File: config.mk
export PLATFORM = sky130hd
export DESIGN_NAME = noise_gate_with_hold
export DESIGN_NICKNAME = d
export VERILOG_FILES = /design/src/hdl/ngh_pkg.sv /design/src/hdl/ngh_mul.sv /design/src/hdl/noise_gate_with_hold.sv
export SDC_FILE = /design/constraint.sdc
export NUM_CORES = 2
export LEC_CHECK = 0
export BUFFER_PORTS_ARGS = -buffer_cell sky130_fd_sc_hd__buf_2
export CORE_MARGIN = 1.5
export CORE_UTILIZATION = 45
export DETAILED_ROUTE_END_ITERATION = 7
export GPL_ROUTABILITY_DRIVEN = 0
export MAX_ROUTING_LAYER = met4
export PLACE_DENSITY = 0.61
export SETUP_SLACK_MARGIN = 0.15
export SLEW_MARGIN = 15
export SYNTH_ARGS = -nofsm -noshare
export SYNTH_HDL_FRONTEND = slang
export SYNTH_SLANG_ARGS = --single-unit
File: constraint.sdc
create_clock -name clk -period 10.6 [get_ports clk]
set_clock_uncertainty 0.05 [all_clocks]
set_input_delay 2.12 -clock clk [delete_from_list [all_inputs] [get_ports clk]]
set_output_delay 2.12 -clock clk [all_outputs]
set_load 0.005 [all_outputs]
File: src/hdl/ngh_pkg.sv
package ngh_pkg;

  // Default datapath sizes
  localparam int SAMPLE_WIDTH_DEF    = 24;
  localparam int COEFF_FRAC_BITS_DEF = 16;

  // Fixed register field widths
  localparam int COEFF_W    = 16;
  localparam int THR_W      = 24;
  localparam int HOLD_W     = 20;
  localparam int CFG_IDX_W  = 3;
  localparam int CFG_DATA_W = 24;

  // Configuration register indexes
  localparam logic [CFG_IDX_W-1:0] REG_ENV_ATTACK  = 3'd0;
  localparam logic [CFG_IDX_W-1:0] REG_ENV_RELEASE = 3'd1;
  localparam logic [CFG_IDX_W-1:0] REG_GAIN_RISE   = 3'd2;
  localparam logic [CFG_IDX_W-1:0] REG_GAIN_FALL   = 3'd3;
  localparam logic [CFG_IDX_W-1:0] REG_THRESHOLD   = 3'd4;
  localparam logic [CFG_IDX_W-1:0] REG_HOLD_LEN    = 3'd5;

  // Register reset values
  localparam logic [COEFF_W-1:0] ENV_ATTACK_RST  = 16'd62000;
  localparam logic [COEFF_W-1:0] ENV_RELEASE_RST = 16'd65500;
  localparam logic [COEFF_W-1:0] GAIN_RISE_RST   = 16'd65000;
  localparam logic [COEFF_W-1:0] GAIN_FALL_RST   = 16'd65500;
  localparam logic [THR_W-1:0]   THRESHOLD_RST   = 24'd83886;
  localparam logic [HOLD_W-1:0]  HOLD_LEN_RST    = 20'd2400;

  // Gate phase codes, as seen on the gate_phase port
  typedef enum logic [1:0] {
    PH_CLOSED  = 2'd0,
    PH_ATTACK  = 2'd1,
    PH_HOLD    = 2'd2,
    PH_RELEASE = 2'd3
  } gate_phase_t;

endpackage

File: src/hdl/ngh_mul.sv
// Shared unsigned multiplier with a registered product
module ngh_mul #(
  parameter int A_W = 24,
  parameter int B_W = 17
) (
  input  logic               clk,
  input  logic [A_W-1:0]     a,
  input  logic [B_W-1:0]     b,
  output logic [A_W+B_W-1:0] p
);

  always_ff @(posedge clk) begin
    p <= (A_W+B_W)'(a) * (A_W+B_W)'(b);
  end

endmodule

File: src/hdl/noise_gate_with_hold.sv
// Channel   Direction  Handshake              Payload
// input     in         in_valid / in_ready    sample_in
// output    out        out_valid / out_ready  sample_out, gain_now, gate_phase
// config    in         cfg_we (no wait)       cfg_index, cfg_data
//
// Each sample passes through an accept step and six sequencer steps, during
// which the single shared multiplier runs three times (envelope pole, gain
// ramp, output product), each product registered before use.
// in_ready is high only while the sequencer is idle; a finished result waits
// in the output register and a stalled output holds the last step.
// Synchronous reset loads the register defaults and clears envelope, gain,
// gate phase and hold count.
module noise_gate_with_hold
  import ngh_pkg::*;
#(
  parameter int SAMPLE_WIDTH    = SAMPLE_WIDTH_DEF,
  parameter int COEFF_FRAC_BITS = COEFF_FRAC_BITS_DEF
) (
  input  logic                          clk,
  input  logic                          rst,
  input  logic                          in_valid,
  output logic                          in_ready,
  input  logic signed [SAMPLE_WIDTH-1:0] sample_in,
  output logic                          out_valid,
  input  logic                          out_ready,
  output logic signed [SAMPLE_WIDTH-1:0] sample_out,
  output logic [COEFF_FRAC_BITS:0]      gain_now,
  output logic [1:0]                    gate_phase,
  input  logic                          cfg_we,
  input  logic [CFG_IDX_W-1:0]          cfg_index,
  input  logic [CFG_DATA_W-1:0]         cfg_data
);

  localparam int W    = SAMPLE_WIDTH;
  localparam int F    = COEFF_FRAC_BITS;
  localparam int GW   = F + 1;
  localparam int AW   = (W > GW) ? W : GW;
  localparam int PW   = AW + GW;
  localparam int RW   = PW - F;
  localparam int CMPW = (W > THR_W) ? W : THR_W;

  localparam longint unsigned ONE_L = 64'd1 << F;
  localparam logic [GW-1:0] ONE       = GW'(ONE_L);
  localparam logic [GW-1:0] OPEN_MARK = GW'((ONE_L * 999 + 999) / 1000);
  localparam logic [GW-1:0] SHUT_MARK = GW'(ONE_L / 1000);
  localparam logic [RW-1:0] POS_MAX   = RW'((64'd1 << (W - 1)) - 64'd1);
  localparam logic [RW-1:0] NEG_MAX   = RW'(64'd1 << (W - 1));

  typedef enum logic [2:0] {
    S_IDLE,
    S_ENV_MUL,
    S_GATE,
    S_GAIN_MUL,
    S_GAIN_UPD,
    S_OUT_MUL,
    S_DONE
  } seq_t;

  // Coefficient as a Q0.F fraction, saturated below one
  function automatic logic [F-1:0] clamp_coeff(input logic [COEFF_W-1:0] c);
    logic [31:0] cw;
    cw = 32'(c);
    if (cw >= 32'(ONE_L)) return '1;
    return F'(cw);
  endfunction

  // Configuration registers
  logic [COEFF_W-1:0] env_attack_coeff, env_release_coeff;
  logic [COEFF_W-1:0] gain_rise_coeff, gain_fall_coeff;
  logic [THR_W-1:0]   open_threshold;
  logic [HOLD_W-1:0]  hold_length;

  // Gate state and per-sample working registers
  seq_t               seq;
  logic [W-1:0]       envelope_level;
  logic [GW-1:0]      gate_gain;
  gate_phase_t        gate_st;
  logic [HOLD_W-1:0]  hold_count;
  logic [W-1:0]       mag;
  logic               neg;
  logic               env_ge;
  logic               gain_ge;
  logic [GW-1:0]      target;

  // Shared multiplier operands and product
  logic [AW-1:0] mul_a;
  logic [GW-1:0] mul_b;
  logic [PW-1:0] prod;

  ngh_mul #(.A_W(AW), .B_W(GW)) u_mul (
    .clk(clk),
    .a  (mul_a),
    .b  (mul_b),
    .p  (prod)
  );

  // Operand selection per sequencer step
  logic [W-1:0]  env_diff;
  logic [GW-1:0] gain_tgt;
  logic          gain_ge_c;
  logic [GW-1:0] gain_diff;
  logic          env_ge_c;

  always_comb begin
    env_ge_c  = envelope_level >= mag;
    env_diff  = env_ge_c ? (envelope_level - mag) : (mag - envelope_level);
    gain_tgt  = (gate_st == PH_ATTACK || gate_st == PH_HOLD) ? ONE : '0;
    gain_ge_c = gate_gain >= gain_tgt;
    gain_diff = gain_ge_c ? (gate_gain - gain_tgt) : (gain_tgt - gate_gain);
    mul_a = '0;
    mul_b = '0;
    unique case (seq)
      S_ENV_MUL: begin
        mul_a = AW'(env_diff);
        mul_b = GW'(clamp_coeff(env_ge_c ? env_release_coeff : env_attack_coeff));
      end
      S_GAIN_MUL: begin
        mul_a = AW'(gain_diff);
        mul_b = GW'(clamp_coeff(gain_ge_c ? gain_fall_coeff : gain_rise_coeff));
      end
      // output product stays in place while the result waits
      S_OUT_MUL, S_DONE: begin
        mul_a = AW'(mag);
        mul_b = gate_gain;
      end
      default: begin
      end
    endcase
  end

  // Envelope update and gate decision from the envelope product
  logic [W-1:0]      env_step;
  logic [W-1:0]      env_new;
  logic              loud;
  gate_phase_t       st_next;
  logic [GW-1:0]     gain_snap;
  logic [HOLD_W-1:0] hold_next;

  always_comb begin
    env_step  = prod[F +: W];
    env_new   = env_ge ? (mag + env_step) : (mag - env_step);
    loud      = CMPW'(env_new) >= CMPW'(open_threshold);
    st_next   = gate_st;
    gain_snap = gate_gain;
    hold_next = hold_count;
    unique case (gate_st)
      PH_CLOSED: begin
        if (loud) st_next = PH_ATTACK;
      end
      PH_ATTACK: begin
        if (gate_gain >= OPEN_MARK) begin
          gain_snap = ONE;
          hold_next = hold_length;
          st_next   = PH_HOLD;
        end
        if (!loud) st_next = PH_RELEASE;
      end
      PH_HOLD: begin
        if (hold_count <= HOLD_W'(1)) begin
          if (loud) begin
            hold_next = hold_length;
          end else begin
            hold_next = '0;
            st_next   = PH_RELEASE;
          end
        end else begin
          hold_next = hold_count - HOLD_W'(1);
        end
      end
      PH_RELEASE: begin
        if (loud) begin
          st_next = PH_ATTACK;
        end else if (gate_gain <= SHUT_MARK) begin
          gain_snap = '0;
          st_next   = PH_CLOSED;
        end
      end
      default: begin
      end
    endcase
  end

  // Gain ramp result and output saturation
  logic [GW-1:0] gain_step;
  logic [GW-1:0] gain_new;
  logic [RW-1:0] out_mag;
  logic [W-1:0]  out_clip;
  logic [W-1:0]  out_word;

  always_comb begin
    gain_step = prod[F +: GW];
    gain_new  = gain_ge ? (target + gain_step) : (target - gain_step);
    out_mag   = prod[PW-1:F];
    if (neg) out_clip = (out_mag > NEG_MAX) ? W'(NEG_MAX) : W'(out_mag);
    else     out_clip = (out_mag > POS_MAX) ? W'(POS_MAX) : W'(out_mag);
    out_word  = neg ? (W'(0) - out_clip) : out_clip;
  end

  assign in_ready = (seq == S_IDLE);

  // Configuration writes
  always_ff @(posedge clk) begin
    if (rst) begin
      env_attack_coeff  <= ENV_ATTACK_RST;
      env_release_coeff <= ENV_RELEASE_RST;
      gain_rise_coeff   <= GAIN_RISE_RST;
      gain_fall_coeff   <= GAIN_FALL_RST;
      open_threshold    <= THRESHOLD_RST;
      hold_length       <= HOLD_LEN_RST;
    end else if (cfg_we) begin
      unique case (cfg_index)
        REG_ENV_ATTACK:  env_attack_coeff  <= cfg_data[COEFF_W-1:0];
        REG_ENV_RELEASE: env_release_coeff <= cfg_data[COEFF_W-1:0];
        REG_GAIN_RISE:   gain_rise_coeff   <= cfg_data[COEFF_W-1:0];
        REG_GAIN_FALL:   gain_fall_coeff   <= cfg_data[COEFF_W-1:0];
        REG_THRESHOLD:   open_threshold    <= cfg_data[THR_W-1:0];
        REG_HOLD_LEN:    hold_length       <= cfg_data[HOLD_W-1:0];
        default: begin
        end
      endcase
    end
  end

  // Sequencer, gate state and output register
  always_ff @(posedge clk) begin
    if (rst) begin
      seq            <= S_IDLE;
      envelope_level <= '0;
      gate_gain      <= '0;
      gate_st        <= PH_CLOSED;
      hold_count     <= '0;
      out_valid      <= 1'b0;
    end else begin
      // S_DONE reloads the output register itself
      if (out_valid && out_ready && (seq != S_DONE)) out_valid <= 1'b0;
      unique case (seq)
        S_IDLE: begin
          if (in_valid) begin
            neg <= sample_in[W-1];
            mag <= sample_in[W-1] ? (W'(0) - W'(sample_in)) : W'(sample_in);
            seq <= S_ENV_MUL;
          end
        end
        S_ENV_MUL: begin
          env_ge <= env_ge_c;
          seq    <= S_GATE;
        end
        S_GATE: begin
          envelope_level <= env_new;
          gate_st        <= st_next;
          gate_gain      <= gain_snap;
          hold_count     <= hold_next;
          seq            <= S_GAIN_MUL;
        end
        S_GAIN_MUL: begin
          target  <= gain_tgt;
          gain_ge <= gain_ge_c;
          seq     <= S_GAIN_UPD;
        end
        S_GAIN_UPD: begin
          gate_gain <= gain_new;
          seq       <= S_OUT_MUL;
        end
        S_OUT_MUL: begin
          seq <= S_DONE;
        end
        S_DONE: begin
          if (!out_valid || out_ready) begin
            sample_out <= out_word;
            gain_now   <= gate_gain;
            gate_phase <= gate_st;
            out_valid  <= 1'b1;
            seq        <= S_IDLE;
          end
        end
        default: seq <= S_IDLE;
      endcase
    end
  end

  // Gain never exceeds unity
  a_gain_range: assert property (@(posedge clk) disable iff (rst) gate_gain <= ONE)
    else $error("gate gain above unity");

  // Hold phase keeps full gain
  a_hold_unity: assert property (@(posedge clk) disable iff (rst)
    gate_st == PH_HOLD |-> gate_gain == ONE)
    else $error("hold phase without full gain");

  // Closed phase keeps zero gain
  a_closed_zero: assert property (@(posedge clk) disable iff (rst)
    gate_st == PH_CLOSED |-> gate_gain == '0)
    else $error("closed phase with nonzero gain");

  // An accepted transaction starts the envelope multiply
  a_accept_start: assert property (@(posedge clk) disable iff (rst)
    in_valid && in_ready |=> seq == S_ENV_MUL)
    else $error("accepted sample did not start the sequencer");

endmodule
==> impl_metrics.py <==
metrics = {
    "power": {
        "pwr-share-seq_pct": 24.4,
        "comb_power_share_pct": 55.7,
        "power_frac_clock_pct": 19.8,
        "switchingPower_uw": 2540,
        "swShare_pct": 47.1,
        "powerDensity_mw_per_mm2": 167,
        "leakagePower_uw": 0.0144,
        "vdd_ir_drop_max_mv": 0.149,
        "p_int_uw": 2860,
    },
    "clock_network": {
        "cts_made_buffers": 29,
        "cts_setup_buffers": 0,
        "cts_sinks": 271,
        "clk_pin_slew_ns": 0.07,
        "clock_path_buffers": 3,
        "cts_tree": "done",
        "clk_latency_ns": 0.59,
        "ctsResizeCount": 0,
        "cts_hold_buf": 0,
        "htreeDepth": 1,
        "root_buffer": "clkbuf_16",
    },
    "synth": {
        "synth.top_cell.area_share_pct": 21.9,
        "synth_seq_cells": 271,
        "synth_common_cells": "602 x nand2_1, 516 x inv_1, 330 x fa_1, 244 x nor2_1, 222 x ha_1",
        "synth_fp_nets": 4203,
        "syn_inst": 3595,
        "ys_seq_area_share_pct": 20.4,
        "synth_edf_count": 71,
        "synth_async_sr_flop_share_pct": 0,
        "ys_warn_count": 0,
        "ys.flop_type": "dfxtp_1",
        "ys_types": 98,
        "syn-mean-instance-area_sq_um": 8.38,
        "yosysTopAreaCell": "fa_1",
        "synthMostInstantiatedCell": "nand2_1",
        "syn_area_sq_mm": 0.0301,
        "synthTopCellsByArea": "fa_1 22%, dfxtp_1 13%, ha_1 9.2%",
    },
    "critical_path": {
        "arrival_ns": 10.39,
        "max_stage_delay_ns": 0.69,
        "start_kind": "flop",
        "cp_top_family": "adder cells",
        "end_kind": "flop",
        "cp_common_cell": "fa_1",
        "path_class": "reg2reg",
        "worstPathMaxFanout": 39,
        "path_buf_inv": 3,
        "cp_slowest_cell": "o21ai_2",
        "required_ns": 11.01,
    },
    "timing": {
        "maxSlewHeadroom_pct": 23.1,
        "finalMaxSlewViolations": 0,
        "finalCriticalPeriod_ns": 9.98,
        "fin_crit_sh_pct": 94.2,
        "hold_viol_final": 0,
        "tns_ns": 0,
        "tightestPinTransition_ns": 1.15,
        "finalWorstSetupSlack_ns": 0.619,
        "fmax_mhz": 100,
        "setup_viol": 0,
        "rsz0062_at_grt": "no",
    },
    "placed_design": {
        "portBuffers": 100,
        "pre_cts_slack_ns": 0.669,
        "postPlaceCellArea_sq_mm": 0.0314,
        "hpwl_mm": 74.2,
    },
    "global_route": {
        "overflow": 0,
        "antenna_found_initial": 0,
        "grt_usage_pct": 28.3,
        "grt_pass1_wl_mm": 144,
        "grt_max_degree": 60,
        "grt_pass1_vias": 24000,
    },
    "routing": {
        "drtAntennaViolNets": 0,
        "first_pass_iters": 8,
        "wl_per_cell_um": 20.7,
        "routed_wl_mm": 93.1,
        "drc": 12,
        "vias_per_cell": 5.58,
        "drtIter0Drc": 2220,
        "vias": 25100,
    },
    "hold_path": {
        "hold_class": "reg2reg",
    },
    "die": {
        "io_pins": 101,
        "initial_utilization_pct": 45.6,
        "fp-row-count": 94,
        "die-area_sq_mm": 0.0685,
        "core_area_sq_mm": 0.0660,
        "die_y_um": 262,
        "dieWidth_um": 262,
    },
    "final_layout": {
        "drive_gt1_share_pct": 9.06,
        "num-nets-final": 4215,
        "design_area_sq_mm": 0.0325,
        "syn_to_final_growth_pct": 7.75,
    },
    "flow_run": {
        "cap_violations": 0,
    },
    "outcome": {
        "failed_checks": "DRC",
        "status": "finished with violations",
    },
}
-- per-layer routing --
metal	part of all wire [%]	up-vias	track usage (%)
li1	-	11800	-
met1	45	12200	39.5
met2	44	962	42.3
met3	8.3	130	5.24
met4	2.8	0	7.18
met5	0	-	-
-- cell usage in the layout, fill, tap and decap left out, drive strengths merged, types with 24 or more instances in the layout --
master | synthesis | final
nand2 | 602 | 602
inv | 517 | 523
fa | 330 | 330
nor2 | 245 | 245
ha | 222 | 222
a21oi | 213 | 213
dfxtp | 200 | 200
buf | 72 | 178
o21ai | 119 | 119
xnor2 | 95 | 95
nand3 | 78 | 78
nor3 | 75 | 75
edfxtp | 71 | 71
and2 | 69 | 69
xor2 | 51 | 51
clkbuf | 125 | 37
a21o | 34 | 34
mux2i | 32 | 32
a221oi | 26 | 26
nand4 | 25 | 25
a211oi | 24 | 24
mux2 | 24 | 24
-- tightest hold or removal path, stage by stage (launching register included) --
cell,delay [ns]
dfxtp_1,0.31
nand2_1,0.05
a21oi_1,0.05
-- per-stage QoR --
step                power [uW]  hold WS [ns]  cells  utilization, %
floorplan                 3380         0.356   3595               -
global placement          4270         0.393   4440            47.6
detailed placement        4280         0.397   4440            47.6
CTS                       5380         0.406   4494            49.2
global route              5780         0.416   4494            49.2
finish                    5400         0.404   4495            49.2
-- flip-flops by register name, summed over array words and instances, names as in the netlist, 17 cells and up --
register / cells
hold_count: 20
gain_now: 17
mag: 24
sample_out: 24
gate_gain: 17
u_mul.p: 25
hold_length: 20
open_threshold: 24
envelope_level: 24
-- cells by family after synthesis --
family                   count (synthesis)  synth area share [%]
AND/OR/NAND/NOR                       1226                  18.3
buffers and inverters                  715                  9.44
AO/OA/AOI/OAI                          629                  14.6
adder cells (fa/ha/maj)                552                  31.2
flip-flops                             271                  20.4
XOR/XNOR                               146                  4.25
multiplexers                            56                  1.97
-- power by group through the flow --
stage / clock network [uW] / logic (uW) / registers, uW
after CTS: 1090 / 2970 / 1320
final: 1070 / 3010 / 1320
after floorplan: 0 / 2160 / 1220
after global placement: 0 / 2930 / 1340
after detailed placement: 0 / 2940 / 1340
after global routing: 1130 / 3330 / 1330
-- worst paths after layout --
kind                                                       from                               to  slack, ns  cells past startpoint
worst max register to register                mag[14]$_DFFE_PP_              u_mul.p[39]$_DFF_P_       0.62                     29
worst min register to register  open_threshold[21]$_SDFFE_PP0P_  open_threshold[21]$_SDFFE_PP0P_       0.40                      2
worst min-delay path            open_threshold[21]$_SDFFE_PP0P_  open_threshold[21]$_SDFFE_PP0P_       0.40                      2
worst max-delay path                          mag[14]$_DFFE_PP_              u_mul.p[39]$_DFF_P_       0.62                     29
-- layout make-up --
cell class | instances | area (sq um)
clock buffer | 37 | 838
fill | 6395 | 33500
timing repair buffer | 178 | 1090
tap | 864 | 1080
sequential | 271 | 6140
inverter | 518 | 1950
clock inverter | 17 | 174
multi-input combinational | 2609 | 21200
antenna | 1 | 2.50
(Power assumes the default switching activity.)
